[src/hdl/b64dec_pkg.sv]
package b64dec_pkg;

  localparam int SIZE_W = 16;
  localparam int LEN_W  = SIZE_W + 2;

  localparam logic [7:0] PAD_CHAR = 8'h3D;

  // Result kinds.
  localparam logic KIND_DATA   = 1'b0;
  localparam logic KIND_STATUS = 1'b1;

  // Final status codes.
  localparam logic [1:0] ST_OK       = 2'd0;
  localparam logic [1:0] ST_BAD_LEN  = 2'd1;
  localparam logic [1:0] ST_BAD_CHAR = 2'd2;
  localparam logic [1:0] ST_SIZE     = 2'd3;

  // Configuration register indexes.
  localparam logic CFG_STRICT = 1'b0;
  localparam logic CFG_SIZE   = 1'b1;

  localparam logic [SIZE_W-1:0] EXPECTED_SIZE_RST = SIZE_W'(16);

  typedef struct packed {
    logic       char_present;
    logic [7:0] char_code;
    logic       is_last;
  } in_item_t;

  typedef struct packed {
    logic       kind;
    logic [7:0] data_byte;
    logic [1:0] status;
    logic       last_of_run;
  } out_item_t;

  typedef struct packed {
    logic              strict_mode;
    logic [SIZE_W-1:0] expected_size;
  } cfg_t;

  // Up to two results come out of one item.
  typedef struct packed {
    logic [1:0] cnt;
    out_item_t  r0;
    out_item_t  r1;
  } core_res_t;

  // Bit 6 set means the character is not in the alphabet.
  function automatic logic [6:0] alpha_dec(input logic [7:0] c);
    logic [6:0] v;
    v = 7'h40;
    if (c >= 8'h41 && c <= 8'h5A) begin
      v = 7'(c - 8'h41);
    end else if (c >= 8'h61 && c <= 8'h7A) begin
      v = 7'(c - 8'h61 + 8'd26);
    end else if (c >= 8'h30 && c <= 8'h39) begin
      v = 7'(c - 8'h30 + 8'd52);
    end else if (c == 8'h2B) begin
      v = 7'd62;
    end else if (c == 8'h2F) begin
      v = 7'd63;
    end
    return v;
  endfunction

  // Saturating count that keeps its value mod 4 at the top.
  function automatic logic [LEN_W-1:0] count_up(input logic [LEN_W-1:0] n);
    logic [LEN_W-1:0] r;
    if (n == {LEN_W{1'b1}}) begin
      r = n - LEN_W'(3);
    end else begin
      r = n + LEN_W'(1);
    end
    return r;
  endfunction

endpackage

[src/hdl/b64dec_core.sv]
module b64dec_core (
  input  logic                  clk,
  input  logic                  rst_n,
  input  logic                  fire,
  input  b64dec_pkg::in_item_t  item,
  input  b64dec_pkg::cfg_t      cfg,
  output b64dec_pkg::core_res_t res
);
  import b64dec_pkg::*;

  logic [1:0]       gp_r, gp_nxt;
  logic [5:0]       acc_r, acc_nxt;
  logic [1:0]       pad_r, pad_nxt;
  logic             stop_r, stop_nxt;
  logic             bad_r, bad_nxt;
  logic [LEN_W-1:0] plen_r, plen_nxt;
  logic [LEN_W-1:0] tlen_r, tlen_nxt;

  logic [6:0]       av;
  logic [5:0]       v;
  logic             nalpha;
  logic [7:0]       dbyte;
  logic             emit;
  logic [LEN_W-1:0] quads;
  logic [LEN_W-1:0] decoded;
  logic [1:0]       st;
  out_item_t        r_data;
  out_item_t        r_stat;

  always_comb begin
    gp_nxt   = gp_r;
    acc_nxt  = acc_r;
    pad_nxt  = pad_r;
    stop_nxt = stop_r;
    bad_nxt  = bad_r;
    plen_nxt = plen_r;
    tlen_nxt = tlen_r;
    av       = alpha_dec(item.char_code);
    v        = av[5:0];
    nalpha   = av[6];
    dbyte    = 8'd0;
    emit     = 1'b0;

    if (item.char_present) begin
      tlen_nxt = count_up(tlen_r);
      if (item.char_code == PAD_CHAR) begin
        if (pad_r != 2'd3) begin
          pad_nxt = pad_r + 2'd1;
        end
        stop_nxt = 1'b1;
      end else begin
        pad_nxt = 2'd0;
        if (nalpha || stop_r) begin
          bad_nxt = 1'b1;
        end
        if (nalpha) begin
          stop_nxt = 1'b1;
        end else if (!stop_r) begin
          case (gp_r)
            2'd1: dbyte = {acc_r, v[5:4]};
            2'd2: dbyte = {acc_r[3:0], v[5:2]};
            2'd3: dbyte = {acc_r[1:0], v};
            default: dbyte = 8'd0;
          endcase
          emit     = (gp_r != 2'd0);
          acc_nxt  = v;
          gp_nxt   = gp_r + 2'd1;
          plen_nxt = count_up(plen_r);
        end
      end
    end

    // Status is judged on the state after this item.
    quads   = LEN_W'(tlen_nxt[LEN_W-1:2]);
    decoded = (quads << 1) + quads - LEN_W'(pad_nxt);
    if (tlen_nxt == '0) begin
      decoded = '0;
    end
    if (!cfg.strict_mode) begin
      st = (plen_nxt[1:0] == 2'd1) ? ST_BAD_LEN : ST_OK;
    end else if (tlen_nxt[1:0] != 2'd0) begin
      st = ST_BAD_LEN;
    end else if (pad_nxt == 2'd3) begin
      st = ST_BAD_LEN;
    end else if (decoded != LEN_W'(cfg.expected_size)) begin
      st = ST_SIZE;
    end else if (bad_nxt) begin
      st = ST_BAD_CHAR;
    end else begin
      st = ST_OK;
    end

    if (item.is_last) begin
      gp_nxt   = 2'd0;
      acc_nxt  = 6'd0;
      pad_nxt  = 2'd0;
      stop_nxt = 1'b0;
      bad_nxt  = 1'b0;
      plen_nxt = '0;
      tlen_nxt = '0;
    end

    r_data.kind        = KIND_DATA;
    r_data.data_byte   = dbyte;
    r_data.status      = ST_OK;
    r_data.last_of_run = !item.is_last;
    r_stat.kind        = KIND_STATUS;
    r_stat.data_byte   = 8'd0;
    r_stat.status      = st;
    r_stat.last_of_run = 1'b1;

    res.r0  = r_data;
    res.r1  = r_stat;
    res.cnt = 2'd0;
    if (fire) begin
      if (emit && item.is_last) begin
        res.cnt = 2'd2;
      end else if (emit) begin
        res.cnt = 2'd1;
      end else if (item.is_last) begin
        res.cnt = 2'd1;
        res.r0  = r_stat;
      end
    end
  end

  always_ff @(posedge clk) begin
    if (!rst_n) begin
      gp_r   <= 2'd0;
      acc_r  <= 6'd0;
      pad_r  <= 2'd0;
      stop_r <= 1'b0;
      bad_r  <= 1'b0;
      plen_r <= '0;
      tlen_r <= '0;
    end else if (fire) begin
      gp_r   <= gp_nxt;
      acc_r  <= acc_nxt;
      pad_r  <= pad_nxt;
      stop_r <= stop_nxt;
      bad_r  <= bad_nxt;
      plen_r <= plen_nxt;
      tlen_r <= tlen_nxt;
    end
  end

endmodule

[src/hdl/b64dec_rq.sv]
module b64dec_rq (
  input  logic                   clk,
  input  logic                   rst_n,
  input  b64dec_pkg::core_res_t  push,
  output logic                   room,
  output logic                   out_valid,
  input  logic                   out_stall,
  output b64dec_pkg::out_item_t  out_item
);
  import b64dec_pkg::*;

  // Four-entry result queue; it takes up to two results and gives one per cycle while out_stall is low.
  out_item_t  mem_r [4];
  logic [1:0] wp_r, wp_nxt;
  logic [1:0] rp_r, rp_nxt;
  logic [2:0] cnt_r, cnt_nxt;
  logic       pop;
  logic [1:0] wp1;

  assign out_valid = (cnt_r != 3'd0);
  assign out_item  = mem_r[rp_r];
  assign room      = (cnt_r <= 3'd2);
  assign pop       = out_valid && !out_stall;
  assign wp1       = wp_r + 2'd1;

  always_comb begin
    wp_nxt  = wp_r + push.cnt;
    rp_nxt  = pop ? rp_r + 2'd1 : rp_r;
    cnt_nxt = cnt_r + 3'(push.cnt) - 3'(pop);
  end

  always_ff @(posedge clk) begin
    if (push.cnt != 2'd0) begin
      mem_r[wp_r] <= push.r0;
    end
    if (push.cnt == 2'd2) begin
      mem_r[wp1] <= push.r1;
    end
  end

  always_ff @(posedge clk) begin
    if (!rst_n) begin
      wp_r  <= 2'd0;
      rp_r  <= 2'd0;
      cnt_r <= 3'd0;
    end else begin
      wp_r  <= wp_nxt;
      rp_r  <= rp_nxt;
      cnt_r <= cnt_nxt;
    end
  end

endmodule

[src/hdl/base64_decoder_size_checked_top.sv]
// An accepted item is held in the input register, decoded by the core, and
// its results are written into the four-entry result queue.
// Throughput: one item per cycle while the queue has room; an item with a
// data byte and the final status leaves two results, drained one per cycle
// while out_stall is low. Reset (rst_n low, synchronous) clears the decode
// state, queue and input valid flag, and sets strict mode, expected size 16.
module base64_decoder_size_checked_top (
  input  logic                               clk,
  input  logic                               rst_n,
  input  logic                               in_valid,
  output logic                               in_stall,
  input  b64dec_pkg::in_item_t               in_item,
  output logic                               out_valid,
  input  logic                               out_stall,
  output b64dec_pkg::out_item_t              out_item,
  input  logic                               cfg_we,
  input  logic                               cfg_addr,
  input  logic [b64dec_pkg::SIZE_W-1:0]      cfg_wdata
);
  import b64dec_pkg::*;

  cfg_t      cfg_r;
  logic      in_vld_r;
  in_item_t  in_item_r;
  logic      room;
  logic      fire;
  core_res_t core_o;

  assign fire     = in_vld_r && room;
  assign in_stall = in_vld_r && !room;

  always_ff @(posedge clk) begin
    if (!rst_n) begin
      cfg_r.strict_mode   <= 1'b1;
      cfg_r.expected_size <= EXPECTED_SIZE_RST;
    end else if (cfg_we) begin
      unique case (cfg_addr)
        CFG_STRICT: cfg_r.strict_mode   <= cfg_wdata[0];
        CFG_SIZE:   cfg_r.expected_size <= cfg_wdata;
        default:    cfg_r               <= cfg_r;
      endcase
    end
  end

  always_ff @(posedge clk) begin
    if (!rst_n) begin
      in_vld_r <= 1'b0;
    end else if (in_valid && !in_stall) begin
      in_vld_r <= 1'b1;
    end else if (fire) begin
      in_vld_r <= 1'b0;
    end
  end

  always_ff @(posedge clk) begin
    if (in_valid && !in_stall) begin
      in_item_r <= in_item;
    end
  end

  b64dec_core u_core (
    .clk   (clk),
    .rst_n (rst_n),
    .fire  (fire),
    .item  (in_item_r),
    .cfg   (cfg_r),
    .res   (core_o)
  );

  b64dec_rq u_rq (
    .clk       (clk),
    .rst_n     (rst_n),
    .push      (core_o),
    .room      (room),
    .out_valid (out_valid),
    .out_stall (out_stall),
    .out_item  (out_item)
  );

`ifndef NO_ASSERTIONS
  a_no_push_idle: assert property (@(posedge clk) disable iff (!rst_n)
    !fire |-> core_o.cnt == 2'd0)
    else $error("results pushed without an item in process");

  a_status_ends_run: assert property (@(posedge clk) disable iff (!rst_n)
    out_valid && out_item.kind == KIND_STATUS |-> out_item.last_of_run)
    else $error("status result not marked as the last of its run");

  a_data_then_status: assert property (@(posedge clk) disable iff (!rst_n)
    out_valid && !out_stall && out_item.kind == KIND_DATA && !out_item.last_of_run
    |=> out_valid && out_item.kind == KIND_STATUS)
    else $error("data byte of a closing item not followed by its status");
`endif

endmodule
[config.mk]
export PLATFORM = sky130hd
export DESIGN_NAME = base64_decoder_size_checked_top
export DESIGN_NICKNAME = d
export VERILOG_FILES = /design/src/hdl/b64dec_pkg.sv /design/src/hdl/b64dec_core.sv /design/src/hdl/b64dec_rq.sv /design/src/hdl/base64_decoder_size_checked_top.sv
export SDC_FILE = /design/constraint.sdc
export NUM_CORES = 1
export LEC_CHECK = 0
export ABC_CLOCK_PERIOD_IN_PS = 12600
export CORE_MARGIN = 8
export CORE_UTILIZATION = 65
export DETAILED_ROUTE_END_ITERATION = 6
export DONT_BUFFER_PORTS = 1
export PLACE_DENSITY = 0.81
export SLEW_MARGIN = 10
export SYNTH_ARGS = -nofsm -noshare
export SYNTH_HDL_FRONTEND = slang
export SYNTH_SLANG_ARGS = --single-unit
[constraint.sdc]
create_clock -name clk -period 12.6 [get_ports clk]
set_input_delay 1.89 -clock clk [delete_from_list [all_inputs] [get_ports clk]]
set_output_delay 1.89 -clock clk [all_outputs]
set_load 0.01 [all_outputs]
* After elaboration in Yosys (flattened, before gate mapping)
Memory sizes are Yosys's and may differ from the RTL's. A register that Yosys moved wholly into a read port is not among the register bits.
Index checks and enable logic that the tools add are counted.
** Storage, ports and cells
- Memories kept :: 1
- Register bits after elaboration :: 83
- Output and inout bits :: 14
- Word-level logic and storage cells :: 151
- RAM bits :: 48
- ROM bits :: 0
- Latch bits :: 0
- Bits of input ports :: 32
** Memories
- u_rq.mem_r :: words 4, bits a word 12, rd ports 1, clocked after Yosys merged registers in 1, write ports 2, line b64dec_rq.sv:13 : out_item_t mem_r [4];
** Cells by class
- Shift operators :: 0
- Multiplexer cells :: 66
- $mul :: 0
- $add $sub $neg :: 18
- Magnitude comparators :: 7
- Divide/modulo/power cells :: 0
- Bitwise logic cells :: 1
- Reduce and logical (&&, ||, !) cells :: 25
- Equal/unequal tests :: 16
** Operators by type and width (count)
- 2-to-1 mux 18 bit :: 10
- adder 18 x 1 -> 18 bit (second input constant) :: 2
- equality test 18 bit (second input constant) :: 2
- 2-to-1 mux 2 bit :: 18
- subtractor 18 x 2 -> 18 bit (second input constant) :: 2
- 2-to-1 mux 7 bit :: 5
- 2-to-1 mux 8 bit :: 4
- 2-to-1 mux 6 bit :: 5
- equality test 8 x 6 -> 1 bit (second input constant) :: 3
- 2-to-1 mux 12 bit :: 2
- case mux 8 bit (3 select lines) :: 1
- 2-to-1 mux 1 bit :: 19
- adder 17 x 16 -> 18 bit :: 1
- logical NOT 18 bit :: 1
- != test 18 x 16 -> 1 bit :: 1
- subtractor 18 x 2 -> 18 bit :: 1
- >= comparator 8 x 7 -> 1 bit (second input constant) :: 2
- less-or-equal comparator 8 x 7 -> 1 bit (second input constant) :: 2
- 2-to-1 mux 14 bit :: 1
- subtractor 7 bit (second input constant) :: 2
- 2-to-1 mux 13 bit :: 1
- nonzero test 2 bit :: 5
- adder 2 x 1 -> 2 bit (second input constant) :: 4
- equality test 2 bit (second input constant) :: 4
- 19 further kinds :: 35

* Longest topological paths before layout
- Depth after elaboration :: 22
- Mapped depth :: 27
- Mapped depth without buffers :: 26

* Cells and area by module
A second synthesis with hierarchy kept.
** Unflattened totals
- Cells, all modules :: 923
- Area total of the unflattened synthesis :: 8927.3 µm²
** By module, submodules not included
- b64dec_core :: area an instance 4998.5 µm², times used 1, sequential area each 640.6 µm², cells an instance 660
- b64dec_rq :: area an instance 2865.2 µm², times used 1, sequential area each 1621.6 µm², cells an instance 169
- base64_decoder_size_checked_top :: area an instance 1063.5 µm², times used 1, sequential area each 660.6 µm², cells an instance 94

* Worst setup path after synthesis
OpenSTA, ideal clock, no wires.
- Kind :: reg-to-reg
- From :: reg u_core.tlen_r[0]
- To :: mem u_rq.mem_r[0][2] (netlist bit), data pin
- Setup time :: 277 ps
- Path buffers :: 1
- Stages on the path, launching flop included :: 28
- Data required time :: 12323 ps
- Setup slack :: 6547 ps
- Data arrival time :: 5776 ps
- Period minus slack after synthesis :: 6053 ps
- Path through :: dfxtp_1 -> ha_1 -> nand4_1 -> nor2_1 -> nand3_1 -> inv_1 -> ha_1 -> buf_6 -> a21oi_1 -> nand2_1 -> o211a_1 -> or4_1 -> a31o_2 -> a21o_1 -> a311o_1 -> o211ai_1 -> inv_1 -> ha_1 -> inv_1 -> ha_1 -> o21a_1 -> o41ai_1 -> and3_1 -> o21a_1 -> nor4b_1 -> a21oi_1 -> nor4_2 -> nor3_1
** RTL lines
- start, declared :: line b64dec_core.sv:17 : logic [LEN_W-1:0] tlen_r, tlen_nxt;
- start signal, assigned :: line b64dec_core.sv:143 : tlen_r <= tlen_nxt;
- end, declared :: line b64dec_rq.sv:13

==> results.ini <==
[setup_path]
critPathKind=flip-flop to flip-flop
crit_family=compound AO/OA/AOI/OAI gates
worstRegToRegCells=26
arrival_ns=7.03
cpMostUsedCell=ha_1
crit_required_ns=12.75
crit_cells=26
critPathMaxStageDelay_ns=0.48
crit_buf_inv=3
worst_r2r_endpoint=u_rq.mem_r[2][2]$_DFFE_PP_
worstPathMaxFanout=16
r2r-start=u_core.tlen_r[0]$_SDFFE_PN0P_
crit_path_end_kind=flip-flop
r2r_slack_ns=5.73
start_kind=flip-flop
cpMaxStageDelayCell=or4_1
crit_start=u_core.tlen_r[0]$_SDFFE_PN0P_
endpoint=u_rq.mem_r[2][2]$_DFFE_PP_

[floorplanning]
fp-row-count=41
start_util=0.657
fp.dieW_um=128
core_area_sq_um=12400
die_y_um=128
dieArea_sq_um=16400
io_pins=46

[synthesis]
syn_nets=1019
synth_xor_area_frac=0.0484
yosysSeqAreaShare=0.309
yosys.area.top_type=dfxtp_1
synthCells=919
syn_avg_cell_area_sq_um=8.88
synth_edf_count=18
synth_top_family_by_area=compound AO/OA/AOI/OAI gates
yosysWarnings=0
synth_fa_ha_area_frac=0.108
async_flop_share=0
yosys.area.top_type_share=0.243
ys_top_cells_by_area=dfxtp_1 (24%), ha_1 (9.8%), edfxtp_1 (6.6%)
synth_area_sq_um=8160
synth.ff_latch_count=117
synth_compound_area_frac=0.239
synth-main-ff-cell=dfxtp_1
synth_mux_area_frac=0.0445
synth_cell_types=94
yosys.area_share.simple=0.206

[global_route]
grt_first_pass_wirelength_mm=33.6
antenna_found_initial=0
grt_max_degree=58
grt-ovfl-total=0
grtUsageTotal=0.255
grt_pass1_vias=6957

[min_path]
hp-class=flip-flop to flip-flop

[cts]
cts_buffers=17
cts.hold.buffers_added=0
htree_levels=4
cts.sinks=117
post_cts_resized=0
cts_tree=built
postCtsSetupRepairBufs=0
cts_root_buf=clkbuf_16
clk_pin_slew_worst_paths_ns=0.06
clkLatencyLatePin_ns=0.43
ctsLongestPathBuffers=2

[run_status]
status=completed

[finish]
drive_above_1_share=0.0870
diodes=0
seq_area_sq_um=2520
fill_cells=980
multiInputGateArea_sq_um=5270
nNetsFinal=1007
area_delta_synth_final_pct=7.93

[route]
drc=0
drt_iter0_markers=606
firstDrtPassIters=7
vias=6963
viasPerCell=6.38
drt_wl_total_mm=20.2
routedWlPerCell_um=18.5
ant_nets=0

[timing]
layout_min_cycle_time_ns=6.87
rsz0062_at_grt=false
fin_tns_setup_ns=0
fmax_mhz=145
maxSlewHeadroom=0.272
fin_skew_ns=0.00674
maxSlewViolCount=0
max_slew.worst_pin.slew_ns=1.08
finalHoldViolations=0
holdWs_ns=0.462
setup_violations=0
min_period_over_period=0.546

[power]
cellPowerDensity_nw_per_um2=130
total_leakage_power_nw=3.45
peakVddDrop_v=0.0000858

[placed_design]
gp_congestion=0.974
hpwlAfterDp_mm=15.0
portBuffers=0

[run]
cap_violations=0

[worst min-delay path by stage]
stage,depth (start not counted),from,slack [ns],endpoint
final,2,u_rq.mem_r[2][3]$_SDFFE_PP0P_,0.46,u_rq.mem_r[2][3]$_SDFFE_PP0P_
after global routing,1,u_rq.mem_r[1][10]$_SDFFE_PP0P_,0.49,u_rq.mem_r[1][10]$_SDFFE_PP0P_
after CTS,2,u_rq.mem_r[2][3]$_SDFFE_PP0P_,0.46,u_rq.mem_r[2][3]$_SDFFE_PP0P_
after detailed placement,2,u_rq.mem_r[3][6]$_SDFFE_PP0P_,0.44,u_rq.mem_r[3][6]$_SDFFE_PP0P_
after global placement,2,u_rq.mem_r[1][4]$_SDFFE_PP0P_,0.43,u_rq.mem_r[1][4]$_SDFFE_PP0P_
after floorplan,2,u_rq.mem_r[1][3]$_SDFFE_PP0P_,0.42,u_rq.mem_r[1][3]$_SDFFE_PP0P_
[cell usage after synthesis, types with 6 or more instances]
master	count
nand2_1	102
dfxtp_1	99
nor2_1	66
ha_1	64
inv_1	51
o21ai_0	49
a21oi_1	45
and2_1	28
nor2b_1	23
xnor2_1	23
nor3_1	21
clkbuf_1	20
a22o_1	19
edfxtp_1	18
nand3_1	18
a21boi_0	17
nand2b_1	17
xor2_1	17
a22oi_1	14
mux4_2	12
o211ai_1	12
a31oi_1	10
o21a_1	10
a222oi_1	9
and3_1	7
mux2i_1	7
or3_1	7
buf_1	6
nand4_1	6
o21ai_1	6
[stage by stage]
step	util	power, W	worst slack (ns)	area, sq um	instances
floorplan	-	0.000623	6.55	8160	919
global placement	0.662	0.000663	6.11	8220	1060
detailed placement	0.662	0.000672	5.88	8220	1060
CTS	0.710	0.00115	5.81	8810	1092
global route	0.710	0.00120	5.23	8810	1092
finish	0.710	0.00115	5.73	8810	1092
[routing by layer]
metal / GRT usage / vias up / share of wire
met2: 0.452 / 227 / 0.51
met5: 0 / - / 0
met1: 0.294 / 3353 / 0.41
met3: 0.0503 / 36 / 0.051
li1: - / 3347 / -
met4: 0.107 / 0 / 0.024
[cells in the final DEF (no fill, tap or decap), types with 14 or more instances in the layout]
master     instances
nand2b_1          17
o21ai_0           49
nor2_1            66
ha_1              64
xnor2_1           23
a22o_1            19
edfxtp_1          18
dfxtp_1           99
a22oi_1           14
nor3_1            21
nand2_1          102
nor2b_1           23
and2_1            28
clkbuf_16         18
nand3_1           18
xor2_1            17
inv_1             51
a21boi_0          17
a21oi_1           45
[worst reg2reg max path, cell delays in order, from the launching register on]
cell	delay (ns)
dfxtp_1	0.45
ha_1	0.26
nand4_1	0.11
nor2_1	0.13
nand3_1	0.10
inv_1	0.43
ha_1	0.44
a21oi_1	0.19
nand2_1	0.14
o211a_1	0.30
or4_1	0.48
a31o_2	0.25
a21o_1	0.21
a311o_1	0.37
o211ai_1	0.27
inv_1	0.15
ha_1	0.30
inv_1	0.04
ha_1	0.33
o21a_1	0.14
o41ai_1	0.11
and3_1	0.22
o21a_1	0.18
nor4b_1	0.26
a21oi_1	0.19
nor4_2	0.45
nor3_1	0.10
[registers in the layout, indices dropped and copies added (netlist names), 3 cells and up, named ones only]
register	count
in_item_r	10
u_rq.cnt_r	3
u_core.acc_r	6
u_core.tlen_r	18
cfg_r	17
u_rq.mem_r	48
[cells by family (layout without fill, tap and decap cells)]
kind of cell / count (synthesis) / in the layout
muxes: 21 / 21
xor gates and xnor gates: 42 / 42
adders and majority gates: 68 / 68
and+or+nand+nor: 327 / 327
AOI/OAI and AO/OA: 260 / 260
DFF: 117 / 117
buffers and inverters: 84 / 85
[power breakdown]
| part | switching (W) | internal [W] | leakage, nW |
|---|---|---|---|
| Combinational | 0.000132 | 0.000102 | 2.18 |
| Sequential | 0.0000305 | 0.000403 | 0.976 |
| Clock | 0.000192 | 0.000288 | 0.290 |
| Total | 0.000354 | 0.000793 | 3.45 |
[layout make-up]
class	instances	area share
Multi-Input combinational cell	718	0.598
Clock buffer	18	0.0511
Clock inverter	14	0.0153
Sequential cell	117	0.286
Timing Repair Buffer	1	0.000852
Inverter	52	0.0237
Tap cell	172	0.0244
Power figures use the tool's default switching activity.
